**src/mbdd_pkg.sv**
```systemverilog
// Package for the magnetic baseline disturbance detector.
// Holds register indexes, reset defaults, field widths and the event codes.
// No dependencies.
package mbdd_pkg;

  // Default sample width of one axis.
  localparam int SAMPLE_WIDTH_DEF = 16;

  // Width of the limit registers and the quiet counter.
  localparam int LIMIT_W = 16;
  localparam int QUIET_W = 16;

  // Configuration port widths.
  localparam int CFG_INDEX_W = 3;
  localparam int CFG_DATA_W  = 16;

  // Register indexes on the configuration port.
  localparam logic [CFG_INDEX_W-1:0] REG_OVER_LIMIT  = 3'd0;
  localparam logic [CFG_INDEX_W-1:0] REG_CALM_LIMIT  = 3'd1;
  localparam logic [CFG_INDEX_W-1:0] REG_DELTA_LIMIT = 3'd2;
  localparam logic [CFG_INDEX_W-1:0] REG_QUIET_LIMIT = 3'd3;
  localparam logic [CFG_INDEX_W-1:0] REG_AUTO_RECAL  = 3'd4;

  // Register values after reset.
  localparam logic [LIMIT_W-1:0] OVER_LIMIT_RST  = 16'd1000;
  localparam logic [LIMIT_W-1:0] CALM_LIMIT_RST  = 16'd300;
  localparam logic [LIMIT_W-1:0] DELTA_LIMIT_RST = 16'd30;
  localparam logic [LIMIT_W-1:0] QUIET_LIMIT_RST = 16'd10;
  localparam logic               AUTO_RECAL_RST  = 1'b1;

  // Classification of one sample.
  typedef enum logic [1:0] {
    KIND_STEADY    = 2'd0,
    KIND_OVER      = 2'd1,
    KIND_CAPTURE   = 2'd2,
    KIND_DEVIATION = 2'd3
  } event_kind_t;

  // Output stream widths.
  localparam int OUT_DATA_W = 8;
  localparam int OUT_USER_W = 2;

endpackage

```
**src/magnetic_baseline_disturbance_detector.sv**
```systemverilog
// Magnetic baseline disturbance detector: one three-axis sample per beat.
// Each sample is held in the input register, then in the result register.
// One sample per cycle while the result stream is not stalled by m_tready.
// Reset (rst, synchronous): registers return to defaults, baseline clears to zero,
// calibration is pending, the quiet counter is zero and both pipeline stages empty.
// Depends on mbdd_pkg.
module magnetic_baseline_disturbance_detector #(
  parameter int SAMPLE_WIDTH = mbdd_pkg::SAMPLE_WIDTH_DEF,
  localparam int IN_DATA_W = ((3 * SAMPLE_WIDTH + 7) / 8) * 8
) (
  input  logic                                clk,
  input  logic                                rst,
  // Sample stream in.
  input  logic                                s_tvalid,
  output logic                                s_tready,
  // tdata: axis_x, axis_y, axis_z (SAMPLE_WIDTH bits each), zero pad.
  input  logic [IN_DATA_W-1:0]                s_tdata,
  // Result stream out.
  output logic                                m_tvalid,
  input  logic                                m_tready,
  // tdata: bit 0 disturbed, bit 1 cal_pending, zero pad.
  output logic [mbdd_pkg::OUT_DATA_W-1:0]     m_tdata,
  // tuser: event_kind.
  output logic [mbdd_pkg::OUT_USER_W-1:0]     m_tuser,
  // Configuration write channel.
  input  logic                                cfg_valid,
  output logic                                cfg_ready,
  input  logic [mbdd_pkg::CFG_INDEX_W-1:0]    cfg_index,
  input  logic [mbdd_pkg::CFG_DATA_W-1:0]     cfg_data
);

  localparam int SW = SAMPLE_WIDTH;
  localparam int LW = mbdd_pkg::LIMIT_W;
  // Compare width: holds a magnitude of a baseline difference and any limit.
  localparam int MW = (SW >= LW) ? SW + 1 : LW + 1;

  // Configuration registers.
  logic [LW-1:0] over_limit;
  logic [LW-1:0] calm_limit;
  logic [LW-1:0] delta_limit;
  logic [LW-1:0] quiet_limit;
  logic          auto_recal_enable;

  // Detector state.
  logic signed [SW-1:0]           base [3];
  logic                           need_cal;
  logic [mbdd_pkg::QUIET_W-1:0]   quiet_count;

  // Input stage.
  logic                 s1_valid;
  logic signed [SW-1:0] s1_axis [3];

  // Result stage.
  logic                  out_valid;
  logic                  out_disturbed;
  logic                  out_cal_pending;
  mbdd_pkg::event_kind_t out_kind;

  logic advance;

  // Combinational results for the sample in the input stage.
  logic signed [SW-1:0]         base_next [3];
  logic                         need_cal_next;
  logic [mbdd_pkg::QUIET_W-1:0] quiet_count_next;
  logic                         disturbed_next;
  mbdd_pkg::event_kind_t        kind_next;

  assign cfg_ready = 1'b1;

  // Input stage moves on when the result stage is empty or being drained.
  assign advance  = !out_valid || m_tready;
  assign s_tready = !s1_valid || advance;

  // Configuration writes; indexes past the list are ignored.
  always_ff @(posedge clk) begin
    if (rst) begin
      over_limit        <= mbdd_pkg::OVER_LIMIT_RST;
      calm_limit        <= mbdd_pkg::CALM_LIMIT_RST;
      delta_limit       <= mbdd_pkg::DELTA_LIMIT_RST;
      quiet_limit       <= mbdd_pkg::QUIET_LIMIT_RST;
      auto_recal_enable <= mbdd_pkg::AUTO_RECAL_RST;
    end else if (cfg_valid && cfg_ready) begin
      case (cfg_index)
        mbdd_pkg::REG_OVER_LIMIT:  over_limit        <= cfg_data;
        mbdd_pkg::REG_CALM_LIMIT:  calm_limit        <= cfg_data;
        mbdd_pkg::REG_DELTA_LIMIT: delta_limit       <= cfg_data;
        mbdd_pkg::REG_QUIET_LIMIT: quiet_limit       <= cfg_data;
        mbdd_pkg::REG_AUTO_RECAL:  auto_recal_enable <= cfg_data[0];
        default: ;
      endcase
    end
  end

  // Input register.
  always_ff @(posedge clk) begin
    if (rst) begin
      s1_valid <= 1'b0;
    end else if (s_tready) begin
      s1_valid <= s_tvalid;
    end
  end

  always_ff @(posedge clk) begin
    if (s_tvalid && s_tready) begin
      for (int i = 0; i < 3; i++) begin
        s1_axis[i] <= s_tdata[i*SW +: SW];
      end
    end
  end

  // Classification and state update for the sample in the input stage.
  always_comb begin
    logic signed [MW-1:0] xe;
    logic signed [MW-1:0] be;
    logic signed [MW-1:0] diff;
    logic [MW-1:0]        mag;
    logic [MW-1:0]        dmag;
    logic [MW-1:0]        over_e;
    logic [MW-1:0]        calm_e;
    logic [MW-1:0]        delta_e;
    logic                 any_over;
    logic                 all_calm;
    logic                 any_dev;
    logic [mbdd_pkg::QUIET_W-1:0] quiet_inc;

    over_e   = {{(MW-LW){1'b0}}, over_limit};
    calm_e   = {{(MW-LW){1'b0}}, calm_limit};
    delta_e  = {{(MW-LW){1'b0}}, delta_limit};
    any_over = 1'b0;
    all_calm = 1'b1;
    any_dev  = 1'b0;

    // Per-axis magnitudes and deviations from the baseline.
    for (int i = 0; i < 3; i++) begin
      xe   = {{(MW-SW){s1_axis[i][SW-1]}}, s1_axis[i]};
      be   = {{(MW-SW){base[i][SW-1]}}, base[i]};
      mag  = xe[MW-1] ? MW'(-xe) : MW'(xe);
      diff = be - xe;
      dmag = diff[MW-1] ? MW'(-diff) : MW'(diff);
      if (mag > over_e) begin
        any_over = 1'b1;
      end
      if (!(mag < calm_e)) begin
        all_calm = 1'b0;
      end
      if (dmag > delta_e) begin
        any_dev = 1'b1;
      end
    end

    quiet_inc        = quiet_count + 1'b1;
    base_next        = base;
    need_cal_next    = need_cal;
    quiet_count_next = quiet_count;
    disturbed_next   = 1'b0;
    kind_next        = mbdd_pkg::KIND_STEADY;

    if (any_over) begin
      need_cal_next  = 1'b1;
      disturbed_next = 1'b1;
      kind_next      = mbdd_pkg::KIND_OVER;
    end else if (need_cal && all_calm) begin
      base_next     = s1_axis;
      need_cal_next = 1'b0;
      kind_next     = mbdd_pkg::KIND_CAPTURE;
    end else if (any_dev) begin
      if (auto_recal_enable) begin
        quiet_count_next = '0;
      end
      disturbed_next = 1'b1;
      kind_next      = mbdd_pkg::KIND_DEVIATION;
    end else if (auto_recal_enable) begin
      // Long quiet run: ask for a new baseline and restart the count.
      if (quiet_inc > quiet_limit) begin
        need_cal_next    = 1'b1;
        quiet_count_next = '0;
      end else begin
        quiet_count_next = quiet_inc;
      end
    end
  end

  // State update, one sample per cycle whenever the input stage advances.
  always_ff @(posedge clk) begin
    if (rst) begin
      for (int i = 0; i < 3; i++) begin
        base[i] <= '0;
      end
      need_cal    <= 1'b1;
      quiet_count <= '0;
    end else if (s1_valid && advance) begin
      base        <= base_next;
      need_cal    <= need_cal_next;
      quiet_count <= quiet_count_next;
    end
  end

  // Result register.
  always_ff @(posedge clk) begin
    if (rst) begin
      out_valid <= 1'b0;
    end else if (advance) begin
      out_valid <= s1_valid;
    end
  end

  always_ff @(posedge clk) begin
    if (s1_valid && advance) begin
      out_disturbed   <= disturbed_next;
      out_cal_pending <= need_cal_next;
      out_kind        <= kind_next;
    end
  end

  assign m_tvalid = out_valid;
  assign m_tdata  = {{(mbdd_pkg::OUT_DATA_W-2){1'b0}}, out_cal_pending, out_disturbed};
  assign m_tuser  = out_kind;

  // A captured baseline always clears the pending calibration.
  a_capture_clears: assert property (@(posedge clk) disable iff (rst)
    (m_tvalid && m_tuser == mbdd_pkg::KIND_CAPTURE) |-> !m_tdata[1])
    else $error("baseline capture reported with calibration still pending");

  // An over-range sample is disturbed and requests calibration.
  a_over_requests: assert property (@(posedge clk) disable iff (rst)
    (m_tvalid && m_tuser == mbdd_pkg::KIND_OVER) |-> (m_tdata[0] && m_tdata[1]))
    else $error("over-range sample without disturbance or calibration request");

  // The disturbed flag matches the event kind.
  a_disturbed_kind: assert property (@(posedge clk) disable iff (rst)
    m_tvalid |-> (m_tdata[0] == (m_tuser == mbdd_pkg::KIND_OVER ||
                                 m_tuser == mbdd_pkg::KIND_DEVIATION)))
    else $error("disturbed flag disagrees with event kind");

  // A captured baseline leaves the quiet counter untouched.
  a_capture_keeps_count: assert property (@(posedge clk) disable iff (rst)
    (s1_valid && advance && kind_next == mbdd_pkg::KIND_CAPTURE) |=>
      $stable(quiet_count))
    else $error("quiet counter changed on baseline capture");

endmodule

```
**config.mk**
```make
export PLATFORM = sky130hd
export DESIGN_NAME = magnetic_baseline_disturbance_detector
export DESIGN_NICKNAME = d
export VERILOG_FILES = /design/src/mbdd_pkg.sv /design/src/magnetic_baseline_disturbance_detector.sv
export SDC_FILE = /design/constraint.sdc
export NUM_CORES = 1
export LEC_CHECK = 0
export BUFFER_PORTS_ARGS = -buffer_cell sky130_fd_sc_hd__buf_2
export CAP_MARGIN = 40
export CELL_PAD_IN_SITES_DETAIL_PLACEMENT = 1
export CELL_PAD_IN_SITES_GLOBAL_PLACEMENT = 1
export CORE_MARGIN = 1
export CORE_UTILIZATION = 30
export CTS_BUF_LIST = sky130_fd_sc_hd__clkbuf_8
export CTS_CLUSTER_DIAMETER = 50
export DETAILED_ROUTE_END_ITERATION = 7
export PLACE_DENSITY_LB_ADDON = 0.1
export SETUP_SLACK_MARGIN = 0.2
export SLEW_MARGIN = 15
export SYNTH_ARGS = -nofsm -noshare
export SYNTH_HDL_FRONTEND = slang
export SYNTH_SLANG_ARGS = --single-unit
```
**constraint.sdc**
```tcl
create_clock -name clk -period 4.85 [get_ports clk]
set_input_delay 0.485 -clock clk [delete_from_list [all_inputs] [get_ports clk]]
set_output_delay 0.485 -clock clk [all_outputs]
set_load 0.05 [all_outputs]
```
Yosys cells after proc, flatten, opt, wreduce, memory -nomap -nowiden
Cells that the tools add are included. Widths: inputs -> output; s select.

Flip-flop bits (word level): 184. Bits of input ports: 72. Output and inout bits: 13. Logic and storage cells: 87.

Add/sub/neg operators: 10. $lt $le $gt $ge: 10. Eq/ne operators: 4. Muxes and demuxes: 28. Bitwise logic cells: 2. Reductions and logical operators: 15.

Operators with widths (number): $gt 17x16->1 (6); $mux 17 (6); $mux 16 (4); $lt 17x16->1 (3); $neg 16->17 (3); $neg 17->17 (3); $sub 16x16->17 (3); $add 16x1->16 const B (1); $gt 16x16->1 (1); $mux 1 (16); $reduce_and 2->1 (5); $eq 3x2->1 const B (2); $mux 2 (2); $reduce_and 4->1 (1); $eq 3x1->1 const B (1); $eq 3x3->1 const B (1); $logic_and 1x1->1 (3); $logic_not 3->1 (1); $reduce_and 3->1 (1); $logic_not 1->1 (2); $logic_or 1x1->1 (2); $not 1->1 (2).

Logic depth before layout (Yosys ltp)
Word-level depth: 10. Depth in mapped cells: 25. Gate-level depth less buffers: 24.

Least setup slack after synthesis
No wires, ideal clock.

Path type: register -> register. From: reg s1_axis[39] in the netlist's numbering. To: reg quiet_count[2] in the netlist's numbering. Library setup time: 73 ps. Data arrival time: 4775 ps. Data required time: 4777 ps. Slack: 1 ps. Stages on the path, launching flop included: 25. Path buffers: 3. Period minus slack after synthesis: 4849 ps. Cells stage by stage: edfxtp_1 inv_1 ha_1 clkbuf_1 and2_1 and3_1 a2111oi_0 a21oi_1 a41o_1 o21ai_0 clkbuf_1 o41ai_1 xor2_1 ha_1 nand4_1 a211oi_1 a211oi_1 o221ai_1 a21oi_1 o211ai_1 a41oi_1 o21ai_1 nand4bb_1 buf_6 o211ai_2.

Cells in the longest elaborated chain, start to end: 9. Elaborated cells on any way between the ends: 22. Classes of those cells: add/sub: 3; order compare: 3; mux: 12; bitwise: 2; reduce/logical: 2.

Ends and longest elaborated chain: start, declared (line magnetic_baseline_disturbance_detector.sv:51) `logic signed [SW-1:0] s1_axis [3];`; start signal, assigned by index (line magnetic_baseline_disturbance_detector.sv:106) `s1_axis[i] <= s_tdata[i*SW +: SW];`; branches (longest 9 deep; another with $sub 16x16->17); end signal, assigned (line magnetic_baseline_disturbance_detector.sv:194) `quiet_count <= quiet_count_next;`; end, declared (line magnetic_baseline_disturbance_detector.sv:47) `logic [mbdd_pkg::QUIET_W-1:0] quiet_count;`.

Several ways; the timed one is not identified. A chain may end at the register's enable or synchronous reset.

Worst setup path after layout
From: reg s1_axis[0] in the netlist's numbering. To: reg quiet_count[7] in the netlist's numbering.

Cells in the longest elaborated chain, start to end: 7. Elaborated cells on any way between the ends: 16. Classes of those cells: add/sub: 3; order compare: 3; mux: 6; bitwise: 2; reduce/logical: 2.

Ends and longest elaborated chain: branches (longest 7 deep; another with $sub 16x16->17).

Several ways; the timed one is not identified.

==> results by group <==
Timing
  • RSZ-0062 raised after global routing: true
  • Worst setup margin: -0.2733 ns
  • Max Clk Rate: approximately 200 MHz
  • Hold WS: a little over 0.07 ns
  • Clock skew: around 0.036 ns
  • Final hold violation count: 0
  • Final Cycle Share: 105.6%
  • Minimum clock period: slightly above 5 ns
  • Slew Limit Headroom: 53.83%
  • Final slew viol count: 0
  • Worst Tran Pin Value: 0.6926 ns
  • Setup-failing EPs final: 20

Clock network
  • CTS clock-pin slew for the worst setup and hold paths: 0.12 ns
  • TritonCTS clock tree: yes
  • Longest Clk Path Bufs: 2
  • Post-CTS Hold Fix Bufs: 0
  • CTS root buf: clkbuf_8
  • TritonCTS Buffers: 17
  • Skew-Pair Late Insertion Delay: 0.58 ns
  • CTS sink cnt: roughly 180
  • CTS HTree Levels: 4

Detailed routing
  • Drt drc: 0
  • Vias per cell: between 5 and 6
  • Antenna-violating nets left: 0
  • TritonRoute pass-1 iters: 4
  • WL/cell: 19.95 microns
  • Vias: approximately 14000
  • Initial detailed-routing violation count: between 400 and 500
  • Post-Route WL: approximately 55000 microns

Global routing
  • Vias in the first global route: about 15000
  • Initial antenna violation count: 0
  • Total Routing Usage GR: ~22%
  • Pin count of the biggest net entering global routing: 64
  • Grt ovf: 0
  • First-pass GRT wire length: around 84000 microns

Critical path
  • Reg2Reg Setup Slack: -0.27 ns
  • R2R Path End: quiet_count[7]$_SDFFE_PP0P_
  • WS Path Type: reg -> reg
  • Worst R2R Path Depth: 27
  • Crit-path max FO: 5
  • Critical path endpoint category: register
  • Worst r2r src: s1_axis[0]$_DFFE_PP_
  • WP data required: between 5 and 6 ns
  • CP startpoint kind: register
  • CP Data Arrival Time: around 5.6 ns
  • Crit path launch: s1_axis[0]$_DFFE_PP_

Synthesis
  • Number of synthesized register bits: 183
  • Area contributors post-synth: ha_1 (18%), dfxtp_1 (18%), edfxtp_1 (10%)
  • Area share of the largest cell type after synthesis: between 10% and 20%
  • Number of flops mapped to enable cells by yosys: 51
  • Synth Warn #: 0
  • Mapped Area: about 0.015 sq mm
  • FFs w/ async S/R, synth: 0%
  • Leading area contributor after synthesis: ha_1
  • Seq/Total Area, Yosys: roughly 28%
  • Post-synthesis cell type count: between 80 and 90
  • Primary FF master, synth: dfxtp_1
  • Mapped Cells: 1768
  • Mean Syn Cell Area: between 8 and 9 sq um

Layout
  • # nets final: ~2400
  • Layout area overhead: 30.69%
  • Fin cells: between 2000 and 3000
  • Share of post-route cells with drive strength above 1: 26.42%
  • Cell area after layout: 0.01932 sq mm
  • Diodes inserted: 0
  • Commonest cells after routing, fill and taps aside: buf_4 (263), nand2_1 (227), ha_1 (206), inv_1 (137), dfxtp_1 (130)
  • Most common cell after layout, fill and taps aside: buf_4

Hold path
  • Hold path endpoint: s1_axis[0]$_DFFE_PP_
  • Worst hold path type: in -> reg
  • Hold path start: s_tdata[32]
  • Hold Path Cell Cnt: 1

Floorplanning
  • Rows: 80
  • Initial Util: a little under a third
  • Chip Height: 224 microns
  • Die width: 224 microns
  • Total die area: approximately 0.050 sq mm
  • Io pins: 85
  • Core area: between 0.04 and 0.05 sq mm

Pwr
  • Combinational group share of total power: ~28%
  • PD cells: a little over 200 mW/mm^2
  • Reg power frac: between 40% and 50%
  • Sw frac: 34.36%
  • Cell internal pwr: between 0.002 and 0.003 W
  • Peak VDD IR: about 0.19 mV
  • Psw: 0.001353 W
  • Total power: 0.003936 W
  • Static leakage: just over 8 nW
  • Clk pwr share: 30.6%

Placed design
  • IO buf count: 77
  • Placed Instances: approximately 2700
  • GP Congestion: 0.8622
  • Area after DPL: 0.01763 sq mm
  • Detailed Place HPWL: approximately 43000 microns

Run
  • Maxcap violations: 0

Status
  • Failing checks: negative setup slack
  • Status: finished with violations
through the flow:
stage          setup TNS [ns]  util (%)  worst slack [ns]
6_report               -4.201     40.14           -0.2733
5_1_grt                -10.62     40.14           -0.6107
4_1_cts                -3.031     39.16           -0.2227
3_5_place_dp           -15.56     36.62           -0.6524
3_3_place_gp           -12.76     36.56           -0.5633
2_1_floorplan               0         -            0.2066
area by class of cell:
| cell class | count | area [sq um] |
|---|---|---|
| fill | 5697 | 28820 |
| multi-input combinational | 1391 | 10670 |
| sequential | 183 | 4177 |
| timing repair buffer | 360 | 2698 |
| tap | 656 | 820.8 |
| inverter | 142 | 533.0 |
| clock buffer | 18 | 247.7 |
| clock inverter | 14 | 180.2 |
how the worst max path moves through the flow:
stage                                             end  slack [ns]
after floorplan           quiet_count[2]$_SDFFE_PP0P_        0.21
after global placement    quiet_count[6]$_SDFFE_PP0P_       -0.56
after detailed placement  quiet_count[5]$_SDFFE_PP0P_       -0.65
after CTS                 quiet_count[5]$_SDFFE_PP0P_       -0.22
after global routing      quiet_count[7]$_SDFFE_PP0P_       -0.61
final                     quiet_count[7]$_SDFFE_PP0P_       -0.27
power by group through the flow:
stage                     Sequential (W)  Clock (W)  Combinational (W)
final                            0.00164    0.00120            0.00109
after floorplan                  0.00168          0           0.000578
after global routing             0.00164    0.00130            0.00121
after global placement           0.00167          0           0.000961
after CTS                        0.00164    0.00126            0.00106
after detailed placement         0.00167          0           0.000996
cell usage after synthesis (12+ instances only):
cell type  number
edfxtp_1       51
xnor2_1        92
a211oi_1       21
inv_1         141
or2_2          13
ha_1          212
xor2_1         25
o211ai_1       30
nor2b_1        17
nor2_1        121
nand2b_1       15
nand2_1       232
dfxtp_1       132
o21ai_0        72
and2_1         12
a21oi_1       125
nand3_1        55
a31oi_1        14
mux2i_1        51
clkbuf_1       39
nor3_1         20
o31ai_1        19
o21a_1         19
a21o_1         25
nand4_1        26
kinds of logic after synthesis:
family / share of synthesized area, %
flops: 28.23
compound gates: 18.99
other cells: 0.05079
fa+ha+maj: 18.35
simple gates: 18.50
xor+xnor: 6.931
mux: 3.453
buf+inv: 5.500
metal layers:
metal | wire length (microns) | track usage, % | vias to the layer above
li1 | - | - | 6975
met1 | 25580 | 28.15 | 6810
met2 | 27390 | 39.55 | 144
met3 | 1108 | 2.702 | 42
met4 | 1070 | 6.297 | 0
met5 | 0 | 0 | -
state kept, by name, summed over array words and instances (netlist names), 2 cells and up:
name	cells
base	48
quiet_limit	16
m_tuser	2
s1_axis	48
quiet_count	16
delta_limit	16
calm_limit	16
over_limit	16
timing repair:
| action | in CTS | in global routing |
|---|---|---|
| buffers inserted | 29 | 10 |
| pin swaps | 55 | 45 |
| gates resized for setup | 116 | 74 |
| gates cloned | 3 | 0 |
| setup endpoints to repair | 68 | 68 |
worst max-delay path, cell delays in order (launching register included):
cell and delay, ns:
edfxtp_1 0.41, ha_4 0.15, inv_2 0.04, fa_2 0.37
a21o_1 0.21, a221oi_2 0.31, buf_4 0.22, o21ai_4 0.06
xnor2_2 0.20, nand3_2 0.15, nor3_4 0.24, nand2b_1 0.10
o21ai_1 0.15, xor2_1 0.18, ha_1 0.26, and4_1 0.23
nand3_2 0.10, buf_4 0.11, a21oi_1 0.03, o21ai_1 0.15
buf_4 0.13, o211ai_1 0.12, a41oi_2 0.31, buf_4 0.19
o21ai_4 0.05, nand4bb_4 0.26, buf_6 0.17, o211ai_2 0.14
Note: power is estimated with default switching activity, not from simulation.
